`config.mk`:
```
export PLATFORM = sky130hd
export DESIGN_NAME = nand_command_sequencer
export DESIGN_NICKNAME = d
export VERILOG_FILES = /design/src/rtl/nsq_pkg.sv /design/src/rtl/nsq_front.sv /design/src/rtl/nsq_queue.sv /design/src/rtl/nsq_back.sv /design/src/rtl/nand_command_sequencer.sv
export VERILOG_INCLUDE_DIRS = /design/src /design/src/rtl
export SDC_FILE = /design/constraint.sdc
export NUM_CORES = 1
export LEC_CHECK = 0
export BUFFER_PORTS_ARGS = -buffer_cell sky130_fd_sc_hd__buf_2
export CAP_MARGIN = 20
export CORE_UTILIZATION = 35
export DETAILED_ROUTE_END_ITERATION = 6
export PLACE_DENSITY = 0.54
export SLEW_MARGIN = 20
export SYNTH_ARGS = -nofsm -noshare
export SYNTH_HDL_FRONTEND = slang
export SYNTH_HIERARCHICAL = 1
export SYNTH_SLANG_ARGS = --single-unit
```
`constraint.sdc`:
```
create_clock -name clk -period 5.2 [get_ports clk]
set_input_delay 0.78 -clock clk [delete_from_list [all_inputs] [get_ports clk]]
set_output_delay 0.78 -clock clk [all_outputs]
set_load 0.02 [all_outputs]
```
`src/rtl/nand_command_sequencer_defines.svh`:
```
// Assertion macros shared by the nand_command_sequencer RTL.
`ifndef NAND_COMMAND_SEQUENCER_DEFINES_SVH
`define NAND_COMMAND_SEQUENCER_DEFINES_SVH
`ifndef SYNTH
`define NSQ_ASSERT(label, prop, msg) \
    label: assert property (@(posedge clk) disable iff (!rst_n) (prop)) else $error(msg);
`define NSQ_NEVER(label, expr, msg) \
    label: assert property (@(posedge clk) disable iff (!rst_n) !(expr)) else $error(msg);
`else
`define NSQ_ASSERT(label, prop, msg)
`define NSQ_NEVER(label, expr, msg)
`endif
`endif

```
`src/rtl/nsq_pkg.sv`:
```
package nsq_pkg;

    localparam int PAGE_BYTES_DEFAULT  = 2048;
    localparam int QUEUE_DEPTH_DEFAULT = 4;

    localparam logic [2:0] CMD_READ        = 3'd0;
    localparam logic [2:0] CMD_PROG_BEGIN  = 3'd1;
    localparam logic [2:0] CMD_PROG_BYTE   = 3'd2;
    localparam logic [2:0] CMD_PROG_END    = 3'd3;
    localparam logic [2:0] CMD_ERASE       = 3'd4;
    localparam logic [2:0] CMD_FLASH_REPLY = 3'd5;

    localparam logic [2:0] KIND_CMD   = 3'd0;
    localparam logic [2:0] KIND_ADDR  = 3'd1;
    localparam logic [2:0] KIND_WRITE = 3'd2;
    localparam logic [2:0] KIND_WAIT  = 3'd3;
    localparam logic [2:0] KIND_READ  = 3'd4;
    localparam logic [2:0] KIND_REPLY = 3'd5;
    localparam logic [2:0] KIND_ERROR = 3'd6;

    localparam logic [7:0] NAND_READ_SETUP  = 8'h00;
    localparam logic [7:0] NAND_READ_CONFIRM = 8'h30;
    localparam logic [7:0] NAND_PROG_SETUP  = 8'h80;
    localparam logic [7:0] NAND_PROG_CONFIRM = 8'h10;
    localparam logic [7:0] NAND_ERASE_SETUP = 8'h60;
    localparam logic [7:0] NAND_ERASE_CONFIRM = 8'hD0;
    localparam logic [7:0] NAND_READ_STATUS = 8'h70;
    localparam logic [7:0] ERASE_ROW_MASK   = 8'hC0;

    localparam logic [3:0] LEN_READ       = 4'd9;
    localparam logic [3:0] LEN_PROG_BEGIN = 4'd6;
    localparam logic [3:0] LEN_PROG_END   = 4'd4;
    localparam logic [3:0] LEN_ERASE      = 4'd8;
    localparam logic [3:0] LEN_SINGLE     = 4'd1;

    typedef struct packed {
        logic [2:0]  cmd;
        logic [31:0] byte_address;
        logic [7:0]  data_byte;
    } nsq_req_t;

    typedef struct packed {
        logic [2:0] cycle_kind;
        logic [7:0] bus_byte;
        logic       chip_enable;
        logic       reply_fail;
        logic       last;
    } nsq_rsp_t;

    typedef enum logic [2:0] {
        OP_READ,
        OP_PROG_BEGIN,
        OP_PROG_BYTE,
        OP_PROG_END,
        OP_ERASE,
        OP_REPLY,
        OP_ERROR
    } op_t;

    typedef struct packed {
        op_t         op;
        logic [15:0] col;
        logic [23:0] row;
        logic [7:0]  data;
        logic        fail;
    } job_t;

    typedef struct packed {
        logic full;
        logic empty;
    } nsq_qstat_t;

endpackage

```
`src/rtl/nsq_front.sv`:
```
module nsq_front #(
    parameter int PAGE_BYTES = nsq_pkg::PAGE_BYTES_DEFAULT
) (
    input  logic             clk,
    input  logic             rst_n,
    input  logic             push,
    input  nsq_pkg::nsq_req_t req,
    input  logic             q_full,
    output logic             q_push,
    output nsq_pkg::job_t    q_job
);
    import nsq_pkg::*;

    // PAGE_BYTES must be a power of two, which the block does not enforce; column and row are a mask and a shift.
    localparam int PAGE_SHIFT = $clog2(PAGE_BYTES);
    localparam int CNT_W      = $clog2(PAGE_BYTES + 1);

    typedef enum logic [1:0] {
        PEND_NONE,
        PEND_DATA,
        PEND_STATUS
    } pend_t;

    pend_t            pending_reg, pending_next;
    logic             open_reg, open_next;
    logic [CNT_W-1:0] written_reg, written_next;
    logic             accept;
    logic [31:0]      col_full;
    logic [31:0]      row_full;
    job_t             job;
    logic             enq;

    assign accept   = push && !q_full;
    assign col_full = req.byte_address & 32'(PAGE_BYTES - 1);
    assign row_full = req.byte_address >> PAGE_SHIFT;

    always_comb
    begin
        pending_next = pending_reg;
        open_next    = open_reg;
        written_next = written_reg;
        enq          = 1'b1;
        job.op       = OP_ERROR;
        job.col      = col_full[15:0];
        job.row      = row_full[23:0];
        job.data     = req.data_byte;
        job.fail     = 1'b0;
        case (req.cmd)
            CMD_READ:
            begin
                job.op       = OP_READ;
                open_next    = 1'b0;
                pending_next = PEND_DATA;
            end
            CMD_PROG_BEGIN:
            begin
                job.op       = OP_PROG_BEGIN;
                open_next    = 1'b1;
                written_next = '0;
            end
            CMD_PROG_BYTE:
            begin
                if (!open_reg) begin
                    job.op = OP_ERROR;
                end else if (written_reg < CNT_W'(PAGE_BYTES)) begin
                    job.op       = OP_PROG_BYTE;
                    written_next = written_reg + CNT_W'(1);
                end else begin
                    enq = 1'b0;
                end
            end
            CMD_PROG_END:
            begin
                if (!open_reg) begin
                    job.op = OP_ERROR;
                end else begin
                    job.op       = OP_PROG_END;
                    open_next    = 1'b0;
                    written_next = '0;
                    pending_next = PEND_STATUS;
                end
            end
            CMD_ERASE:
            begin
                job.op       = OP_ERASE;
                open_next    = 1'b0;
                pending_next = PEND_STATUS;
            end
            CMD_FLASH_REPLY:
            begin
                case (pending_reg)
                    PEND_DATA:   job.op = OP_REPLY;
                    PEND_STATUS:
                    begin
                        job.op   = OP_REPLY;
                        job.fail = req.data_byte[0];
                    end
                    default:     job.op = OP_ERROR;
                endcase
                pending_next = PEND_NONE;
            end
            default:
            begin
                job.op = OP_ERROR;
            end
        endcase
    end

    assign q_push = accept && enq;
    assign q_job  = job;

    always_ff @(posedge clk or negedge rst_n)
    begin
        if (!rst_n) begin
            pending_reg <= PEND_NONE;
            open_reg    <= 1'b0;
            written_reg <= '0;
        end else if (accept) begin
            pending_reg <= pending_next;
            open_reg    <= open_next;
            written_reg <= written_next;
        end
    end

endmodule

```
`src/rtl/nsq_queue.sv`:
```
module nsq_queue #(
    parameter int DEPTH = nsq_pkg::QUEUE_DEPTH_DEFAULT
) (
    input  logic               clk,
    input  logic               rst_n,
    input  logic               wr_en,
    input  nsq_pkg::job_t      wr_job,
    input  logic               rd_en,
    output nsq_pkg::job_t      rd_job,
    output nsq_pkg::nsq_qstat_t stat
);
    import nsq_pkg::*;

    localparam int PTR_W = (DEPTH > 1) ? $clog2(DEPTH) : 1;
    localparam int CNT_W = $clog2(DEPTH + 1);

    job_t             mem_reg [DEPTH];
    logic [PTR_W-1:0] wr_ptr_reg, wr_ptr_next;
    logic [PTR_W-1:0] rd_ptr_reg, rd_ptr_next;
    logic [CNT_W-1:0] count_reg, count_next;
    logic             do_wr;
    logic             do_rd;

    assign stat.full  = (count_reg == CNT_W'(DEPTH));
    assign stat.empty = (count_reg == '0);
    assign do_wr      = wr_en && !stat.full;
    assign do_rd      = rd_en && !stat.empty;
    assign rd_job     = mem_reg[rd_ptr_reg];

    always_comb
    begin
        wr_ptr_next = wr_ptr_reg;
        rd_ptr_next = rd_ptr_reg;
        count_next  = count_reg;
        if (do_wr) begin
            wr_ptr_next = (wr_ptr_reg == PTR_W'(DEPTH - 1)) ? '0 : wr_ptr_reg + PTR_W'(1);
        end
        if (do_rd) begin
            rd_ptr_next = (rd_ptr_reg == PTR_W'(DEPTH - 1)) ? '0 : rd_ptr_reg + PTR_W'(1);
        end
        if (do_wr && !do_rd) begin
            count_next = count_reg + CNT_W'(1);
        end else if (do_rd && !do_wr) begin
            count_next = count_reg - CNT_W'(1);
        end
    end

    always_ff @(posedge clk or negedge rst_n)
    begin
        if (!rst_n) begin
            wr_ptr_reg <= '0;
            rd_ptr_reg <= '0;
            count_reg  <= '0;
        end else begin
            wr_ptr_reg <= wr_ptr_next;
            rd_ptr_reg <= rd_ptr_next;
            count_reg  <= count_next;
        end
    end

    always_ff @(posedge clk)
    begin
        if (do_wr) begin
            mem_reg[wr_ptr_reg] <= wr_job;
        end
    end

endmodule

```
`src/rtl/nsq_back.sv`:
```
module nsq_back (
    input  logic               clk,
    input  logic               rst_n,
    input  nsq_pkg::job_t      job,
    input  nsq_pkg::nsq_qstat_t q_stat,
    output logic               q_pop,
    output nsq_pkg::nsq_rsp_t  rsp,
    output logic               empty,
    input  logic               pop
);
    import nsq_pkg::*;

    logic [3:0] step_reg, step_next;
    logic       out_valid_reg, out_valid_next;
    nsq_rsp_t   out_reg;
    nsq_rsp_t   beat;
    logic [3:0] len;
    logic       load;

    assign load = (!out_valid_reg || pop) && !q_stat.empty;

    always_comb
    begin
        beat             = '0;
        beat.chip_enable = 1'b1;
        len              = LEN_SINGLE;
        case (job.op)
            OP_READ:
            begin
                len = LEN_READ;
                case (step_reg)
                    4'd0:
                    begin
                        beat.cycle_kind = KIND_CMD;
                        beat.bus_byte   = NAND_READ_SETUP;
                    end
                    4'd1:
                    begin
                        beat.cycle_kind = KIND_ADDR;
                        beat.bus_byte   = job.col[7:0];
                    end
                    4'd2:
                    begin
                        beat.cycle_kind = KIND_ADDR;
                        beat.bus_byte   = job.col[15:8];
                    end
                    4'd3:
                    begin
                        beat.cycle_kind = KIND_ADDR;
                        beat.bus_byte   = job.row[7:0];
                    end
                    4'd4:
                    begin
                        beat.cycle_kind = KIND_ADDR;
                        beat.bus_byte   = job.row[15:8];
                    end
                    4'd5:
                    begin
                        beat.cycle_kind = KIND_ADDR;
                        beat.bus_byte   = job.row[23:16];
                    end
                    4'd6:
                    begin
                        beat.cycle_kind = KIND_CMD;
                        beat.bus_byte   = NAND_READ_CONFIRM;
                    end
                    4'd7:    beat.cycle_kind = KIND_WAIT;
                    default: beat.cycle_kind = KIND_READ;
                endcase
            end
            OP_PROG_BEGIN:
            begin
                len = LEN_PROG_BEGIN;
                case (step_reg)
                    4'd0:
                    begin
                        beat.cycle_kind = KIND_CMD;
                        beat.bus_byte   = NAND_PROG_SETUP;
                    end
                    4'd3:
                    begin
                        beat.cycle_kind = KIND_ADDR;
                        beat.bus_byte   = job.row[7:0];
                    end
                    4'd4:
                    begin
                        beat.cycle_kind = KIND_ADDR;
                        beat.bus_byte   = job.row[15:8];
                    end
                    4'd5:
                    begin
                        beat.cycle_kind = KIND_ADDR;
                        beat.bus_byte   = job.row[23:16];
                    end
                    default: beat.cycle_kind = KIND_ADDR;
                endcase
            end
            OP_PROG_BYTE:
            begin
                beat.cycle_kind = KIND_WRITE;
                beat.bus_byte   = job.data;
            end
            OP_PROG_END:
            begin
                len = LEN_PROG_END;
                case (step_reg)
                    4'd0:
                    begin
                        beat.cycle_kind = KIND_CMD;
                        beat.bus_byte   = NAND_PROG_CONFIRM;
                    end
                    4'd1:    beat.cycle_kind = KIND_WAIT;
                    4'd2:
                    begin
                        beat.cycle_kind = KIND_CMD;
                        beat.bus_byte   = NAND_READ_STATUS;
                    end
                    default: beat.cycle_kind = KIND_READ;
                endcase
            end
            OP_ERASE:
            begin
                len = LEN_ERASE;
                case (step_reg)
                    4'd0:
                    begin
                        beat.cycle_kind = KIND_CMD;
                        beat.bus_byte   = NAND_ERASE_SETUP;
                    end
                    4'd1:
                    begin
                        beat.cycle_kind = KIND_ADDR;
                        beat.bus_byte   = job.row[7:0] & ERASE_ROW_MASK;
                    end
                    4'd2:
                    begin
                        beat.cycle_kind = KIND_ADDR;
                        beat.bus_byte   = job.row[15:8];
                    end
                    4'd3:
                    begin
                        beat.cycle_kind = KIND_ADDR;
                        beat.bus_byte   = job.row[23:16];
                    end
                    4'd4:
                    begin
                        beat.cycle_kind = KIND_CMD;
                        beat.bus_byte   = NAND_ERASE_CONFIRM;
                    end
                    4'd5:    beat.cycle_kind = KIND_WAIT;
                    4'd6:
                    begin
                        beat.cycle_kind = KIND_CMD;
                        beat.bus_byte   = NAND_READ_STATUS;
                    end
                    default: beat.cycle_kind = KIND_READ;
                endcase
            end
            OP_REPLY:
            begin
                beat.cycle_kind  = KIND_REPLY;
                beat.bus_byte    = job.data;
                beat.chip_enable = 1'b0;
                beat.reply_fail  = job.fail;
            end
            default:
            begin
                beat.cycle_kind  = KIND_ERROR;
                beat.chip_enable = 1'b0;
            end
        endcase
        beat.last = (step_reg == len - 4'd1);
    end

    always_comb
    begin
        step_next      = step_reg;
        out_valid_next = out_valid_reg;
        if (load) begin
            step_next      = beat.last ? 4'd0 : step_reg + 4'd1;
            out_valid_next = 1'b1;
        end else if (pop) begin
            out_valid_next = 1'b0;
        end
    end

    assign q_pop = load && beat.last;
    assign rsp   = out_reg;
    assign empty = !out_valid_reg;

    always_ff @(posedge clk or negedge rst_n)
    begin
        if (!rst_n) begin
            step_reg      <= 4'd0;
            out_valid_reg <= 1'b0;
        end else begin
            step_reg      <= step_next;
            out_valid_reg <= out_valid_next;
        end
    end

    always_ff @(posedge clk)
    begin
        if (load) begin
            out_reg <= beat;
        end
    end

endmodule

```
`src/rtl/nand_command_sequencer.sv`:
```
// An accepted item is written to the job queue; its first bus beat is then registered onto rsp once the output is free.
// The back sequencer emits one beat per cycle while a job is queued and pop keeps the output free;
// the beats per item are: read 9, erase 8, program begin 6, program end 4, others 1.
// A program byte beyond the page is accepted but yields no beat.
// Reset clears the request state, the job queue and the output valid flag at once.
`include "nand_command_sequencer_defines.svh"

module nand_command_sequencer #(
    parameter int PAGE_BYTES  = nsq_pkg::PAGE_BYTES_DEFAULT,
    parameter int QUEUE_DEPTH = nsq_pkg::QUEUE_DEPTH_DEFAULT
) (
    input  logic              clk,
    input  logic              rst_n,
    input  logic              push,
    output logic              full,
    input  nsq_pkg::nsq_req_t req,
    output logic              empty,
    input  logic              pop,
    output nsq_pkg::nsq_rsp_t rsp
);
    import nsq_pkg::*;

    logic       q_push;
    job_t       q_wr_job;
    logic       q_pop;
    job_t       q_rd_job;
    nsq_qstat_t q_stat;

    assign full = q_stat.full;

    nsq_front #(
        .PAGE_BYTES(PAGE_BYTES)
    ) u_front (
        .clk    (clk),
        .rst_n  (rst_n),
        .push   (push),
        .req    (req),
        .q_full (q_stat.full),
        .q_push (q_push),
        .q_job  (q_wr_job)
    );

    nsq_queue #(
        .DEPTH(QUEUE_DEPTH)
    ) u_queue (
        .clk    (clk),
        .rst_n  (rst_n),
        .wr_en  (q_push),
        .wr_job (q_wr_job),
        .rd_en  (q_pop),
        .rd_job (q_rd_job),
        .stat   (q_stat)
    );

    nsq_back u_back (
        .clk    (clk),
        .rst_n  (rst_n),
        .job    (q_rd_job),
        .q_stat (q_stat),
        .q_pop  (q_pop),
        .rsp    (rsp),
        .empty  (empty),
        .pop    (pop)
    );

    `NSQ_NEVER(a_queue_full_empty, q_stat.full && q_stat.empty, "queue full and empty at once")
    `NSQ_ASSERT(a_reply_shape, !empty && rsp.cycle_kind == KIND_REPLY |-> !rsp.chip_enable && rsp.last, "host reply beat malformed")
    `NSQ_ASSERT(a_fail_only_reply, !empty && rsp.reply_fail |-> rsp.cycle_kind == KIND_REPLY, "failure flag outside a reply")
    `NSQ_ASSERT(a_pop_needs_job, q_pop |-> !q_stat.empty, "job retired from an empty queue")

endmodule
```
### Word level (Yosys, flattened, before mapping)

Memories as Yosys holds them, arrays and structs flattened.
Index checks and enable logic that the tools add are counted.

* add/subtract/negate cells: 7
* $lt $le $gt $ge: 1
* equality and inequality tests: 26
* multiplexer cells: 38
* reduce and logical (&&, ||, !) cells: 35

Operators by type and width (number)
* one-hot mux 8 bit (6 select lines): 2
* one-hot mux 8 bit (5 select lines): 1
* 2-to-1 mux 12 bit: 3
* one-hot mux 12 bit (3 select lines): 1
* one-hot mux 3 bit (6 select lines): 2
* one-hot mux 8 bit (4 select lines): 1
* one-hot mux 3 bit (3 select lines): 2
* == test 4 x 3 -> 1 bit, second input constant: 4
* one-hot mux 4 bit (4 select lines): 1
* == test 3 bit, second input constant: 5
* 2-to-1 mux 3 bit: 5
* one-hot mux 7 bit (2 select lines): 1
* adder 12 x 1 -> 12 bit, second input constant: 1
* == test 3 x 2 -> 1 bit, second input constant: 4
* less-than comparator 12 bit, second input constant: 1
* 2-to-1 mux 1 bit: 11
* OR reduction 5 bit: 2
* logical NOT 3 bit: 3
* OR reduction 3 bit: 3
* == test 4 x 2 -> 1 bit, second input constant: 2
* logical AND 1 bit: 8
* 2-to-1 mux 2 bit: 4
* one-hot mux 2 bit (4 select lines): 1
* OR reduction 2 bit: 4
* other kinds (23): 35

* register bits: 41
* memory bits (writable): 176
* input port bits: 47
* output and inout port bits: 16
* word-level logic and storage cells: 121
* memories: 1

Memories
* u_queue.mem_reg: depth 4, bits a word 44, rd ports 1, clocked after memory_dff 0, wr ports 1, line nsq_queue.sv:17 `job_t mem_reg [DEPTH];`

### Logic depth before layout (Yosys ltp)

* word-level depth: 10
* depth in mapped cells: 18

### Modules after synthesis

Netlist, hierarchy kept.

Modules (own cells, without submodules)
* nsq_queue: instances 1, cells an instance 309, area each 7945.1 um^2
* nsq_back: instances 1, cells an instance 219, area each 1771.7 um^2
* nsq_front: instances 1, cells an instance 154, area each 1340.0 um^2

### Least setup slack after synthesis

Ideal clock, no wire load.

* path kind: register -> register
* start: reg u_queue.rd_ptr_reg[0]
* end: reg u_queue.count_reg[1]
* setup time: 125 ps
* arrival time: 3881 ps
* data required time: 5075 ps
* setup slack: 1194 ps
* cell stages (with the launch flop): 17
* clock period less this slack: 4006 ps
* cell sequence: dfrtp_1 -> buf_4 -> buf_4 -> mux4_2 -> buf_2 -> nor3b_1 -> or2_2 -> ha_1 -> xor2_1 -> nand3_2 -> a211oi_2 -> and2_1 -> o31ai_2 -> ha_1 -> inv_1 -> fa_1 -> mux2_2

RTL lines
* from (decl): line nsq_queue.sv:19 `logic [PTR_W-1:0] rd_ptr_reg, rd_ptr_next;`
* from (signal assigned): line nsq_queue.sv:56 `rd_ptr_reg <= rd_ptr_next;`
* to (signal assigned): line nsq_queue.sv:57 `count_reg <= count_next;`
* to (decl): line nsq_queue.sv:20 `logic [CNT_W-1:0] count_reg, count_next;`

==> results.txt <==
* Total negative setup slack: 0 ps
- The Yosys step of the flow raised 6 warnings.
- After the last flow step, the layout net total stands at 766.
* Pin count of the biggest net entering global routing: 43
* WL final: between 20,000 and 25,000 microns
- Pleak: 0.00414 uW
- After synthesis, the cell types taking the most area are edfxtp_1 60%, mux4_2 11%, dfrtp_1 6.1%.
- Mean cell area of the mapped netlist: 16.2 sq um
- TritonCTS built the clock tree.
- Number of input and output port buffers inserted: 62
- The worst-case IR drop observed on VDD is approximately 0.30 mV.
- The count of nets left with antenna violations once routing finished came out at 0.
- The min-delay analysis places its worst path in the category in -> async.
- The congestion estimate from routability-driven global placement came to 0.819.
* Period Utilization, post-route: between 70% and 80%
* Fin crit period: 4030 ps
* Nature of the critical path startpoint: flip-flop
* Worst max-slew margin expressed relative to the limit: 36.3%
* Antenna diode count: 0
- Maximum level of the CTS H-tree: 1
- The synthesized design spends more area on one cell type than any other, namely edfxtp_1.
- For this run, the register share of the synthesized area comes to 66.4%.
- Failing checks: design-rule violations
* Worst-case clock skew: 11.0 ps
* Signed area change from the synthesized netlist to the final layout: 10.4%
* Critical-path maximum fanout: 15
- Detailed routing inserted a total of around 5.9k vias.
- The hold violation total from the final report was 0.
* Standard cell core area: 0.0308 sq mm
- Across the run, the number of max-cap violations was 0.
* Die X-Extent: 180 microns
- The tree is rooted in a clkbuf_16.
- For this run, the detailed router's first-pass iteration total came to 7.
- Highest layer used for signal routing: met4
- The most common cell in the synthesized netlist is edfxtp_1.
- Actual transition at the worst max-transition pin: 955 ps
- In the detailed route, the total length drawn on met3 is 1170 microns.
- Crit path required time: 5610 ps
- No sink is reached through more buffers than the 3 on the longest clock path.
* First-pass GRT wire length: 35,000 microns
- The flow ran to the end, but the final reports show violations.
* Routed via count divided by cell count: 5.28
- Based on the critical path, the design can be clocked at up to 248 MHz.
- In this run the biggest area consumer among cell types represents 60.3% of the synthesized area.
- Power density normalized to cell area: around 540 mW/mm^2
- Count of buffers added by post-CTS timing repair for setup: 0
- 63 I/O pins were placed.
- Sink Count: 249
- Met2 Routed Length: 10,800 microns
* Layout cell share with drive strength beyond 1: 25.8%
- Summing every instance area after synthesis gives 0.0111 sq mm.
- Worst setup path class: reg -> reg
* Post-CTS resize count: 0
- After global routing the overflow that remains totals 0.
- After the first detailed-routing iteration, the DRC count stood at 492.
- Post-synth EDFFs: 222
* Clock transition at the registers of the reported paths: around 70 ps
- Half-perimeter wire length of the detailed placement result: 14,300 microns
* List of most frequent post-synthesis cells: 222 x edfxtp_1, 52 x buf_4, 52 x mux4_2
- STA classifies the critical path endpoint as a flip-flop.
* Die Area: around 0.032 sq mm
- The later pin in the worst-skew pair is clocked with a latency of 530 ps.
- For this run, design rule violations remaining after detail routing come to 4.
- Number of buffers created by CTS: 26
* Flip-flop cell with the highest count after synthesis: edfxtp_1
- Setup crit start: u_queue/rd_ptr_reg[0]$_DFFE_PN0P_
* Setup repair after global routing missed its margin: false
- The via count of the first global-routing pass is 6,083.
- Cell Rows: 64
* Max reg flops: between 200 and 250
- Cells after synthesis: 682
* Number of buffers inserted for hold repair after clock tree synthesis: 0
- For this block, wires on met1 add up to 9880 microns.
- Data arrives at the worst endpoint at between 4000 and 5000 ps.
- Before CTS, the worst setup slack after placement is about 1200 ps.
* Number of antenna violations at the first check in global routing: 0
* Number of distinct library cells after synthesis: 69
- Synth Register Bits: 249
* Total global-route track usage: 13.9%
- After synthesis, the share of flip-flops with an asynchronous set or reset is 10.8%.
* Max Transition Viols Final: 0
* Average detailed-routed wire length per instance: 19.9 microns
- Final setup violation count: 0
- The worst register-to-register path begins at u_queue/rd_ptr_reg[0]$_DFFE_PN0P_.
- Setup slack on the critical path of the routed design comes to 1170 ps.
* Starting Density: 35.9%
- The floorplan step set the die height to 180 microns.
==> cell type report <==
cell class / count / area [sq um]
repair buffers: 72 / 385
well taps: 396 / 495
multi-input cells: 340 / 3130
inverters: 16 / 60.1
clock inverters: 14 / 110
fillers: 2757 / 18600
clock buffers: 33 / 677
flip-flops and latches: 249 / 7350
==> power breakdown <==
group	switching (uW)	total, uW	leakage (uW)	internal, uW
clock	728	1700	0.000390	973
combinational	1240	2000	0.00136	758
sequential	178	2870	0.00238	2690
==> metrics by stage <==
| stage | cells | utilization, % | cell area (sq um) | hold slack [ps] | total power [uW] |
|---|---|---|---|---|---|
| floorplan | 689 | - | 11100 | 462 | 4360 |
| global placement | 1073 | 37.0 | 11400 | 489 | 4870 |
| detailed placement | 1073 | 37.0 | 11400 | 503 | 4930 |
| CTS | 1120 | 39.6 | 12200 | 284 | 6650 |
| global route | 1120 | 39.6 | 12200 | 311 | 6920 |
| finish | 1120 | 39.6 | 12200 | 274 | 6570 |
==> metal layers <==
layer	vias up	track usage (%)
li1	2691	-
met1	2994	19.0
met2	199	22.7
met3	28	2.27
met4	0	4.38
met5	-	0
==> cells by family (layout without fill, tap and decap cells) <==
| logic type | count (synthesis) | count (layout) | share of synthesized area [%] |
|---|---|---|---|
| AOI/OAI and AO/OA | 124 | 124 | 7.80 |
| xor gates and xnor gates | 7 | 7 | 0.554 |
| adders and majority gates | 14 | 14 | 1.65 |
| buffers and inverters | 100 | 135 | 5.60 |
| DFF | 249 | 249 | 66.4 |
| muxes | 66 | 66 | 12.0 |
| other | 1 | 8 | 0.0339 |
| and+or+nand+nor | 121 | 121 | 5.97 |
==> worst max-delay path: stages, from the launching register on <==
cell	delay [ps]
dfrtp_4	460
mux4_2	660
nor2b_1	240
or2_2	310
ha_1	310
xor2_1	180
nand3_2	100
a211oi_2	360
and2_1	230
o31ai_2	110
ha_1	220
inv_1	80
fa_1	390
mux2_2	260
==> final timing paths <==
path | to | slack (ps) | depth (start not counted)
worst min register to register | u_front/written_reg[8]$_DFFE_PN0P_ | 510 | 1
min in group clk | u_queue/mem_reg[0][22]$_DFFE_PP_ | 460 | 1
max in group asynchronous | u_queue/rd_ptr_reg[0]$_DFFE_PN0P_ | 4420 | 1
worst max register to register | u_queue/count_reg[1]$_DFFE_PN0P_ | 1170 | 13
worst min-delay path | u_front/written_reg[10]$_DFFE_PN0P_ | 270 | 1
worst max-delay path | u_queue/count_reg[1]$_DFFE_PN0P_ | 1170 | 13
==> placed cells by master, fill, tap and decap left out, types with 8 or more instances in the layout <==
master     instances
nand3_1           15
nor2_1            15
clkbuf_16         26
buf_2             62
buf_4             10
nor3_1             9
a22oi_1           18
conb_1             8
mux4_2            52
nand2_1           35
dfrtp_1           25
inv_1             16
edfxtp_1         222
o21ai_0           20
mux2i_1            9
ha_1              13
a21oi_1           32
(Power assumes the default switching activity.)
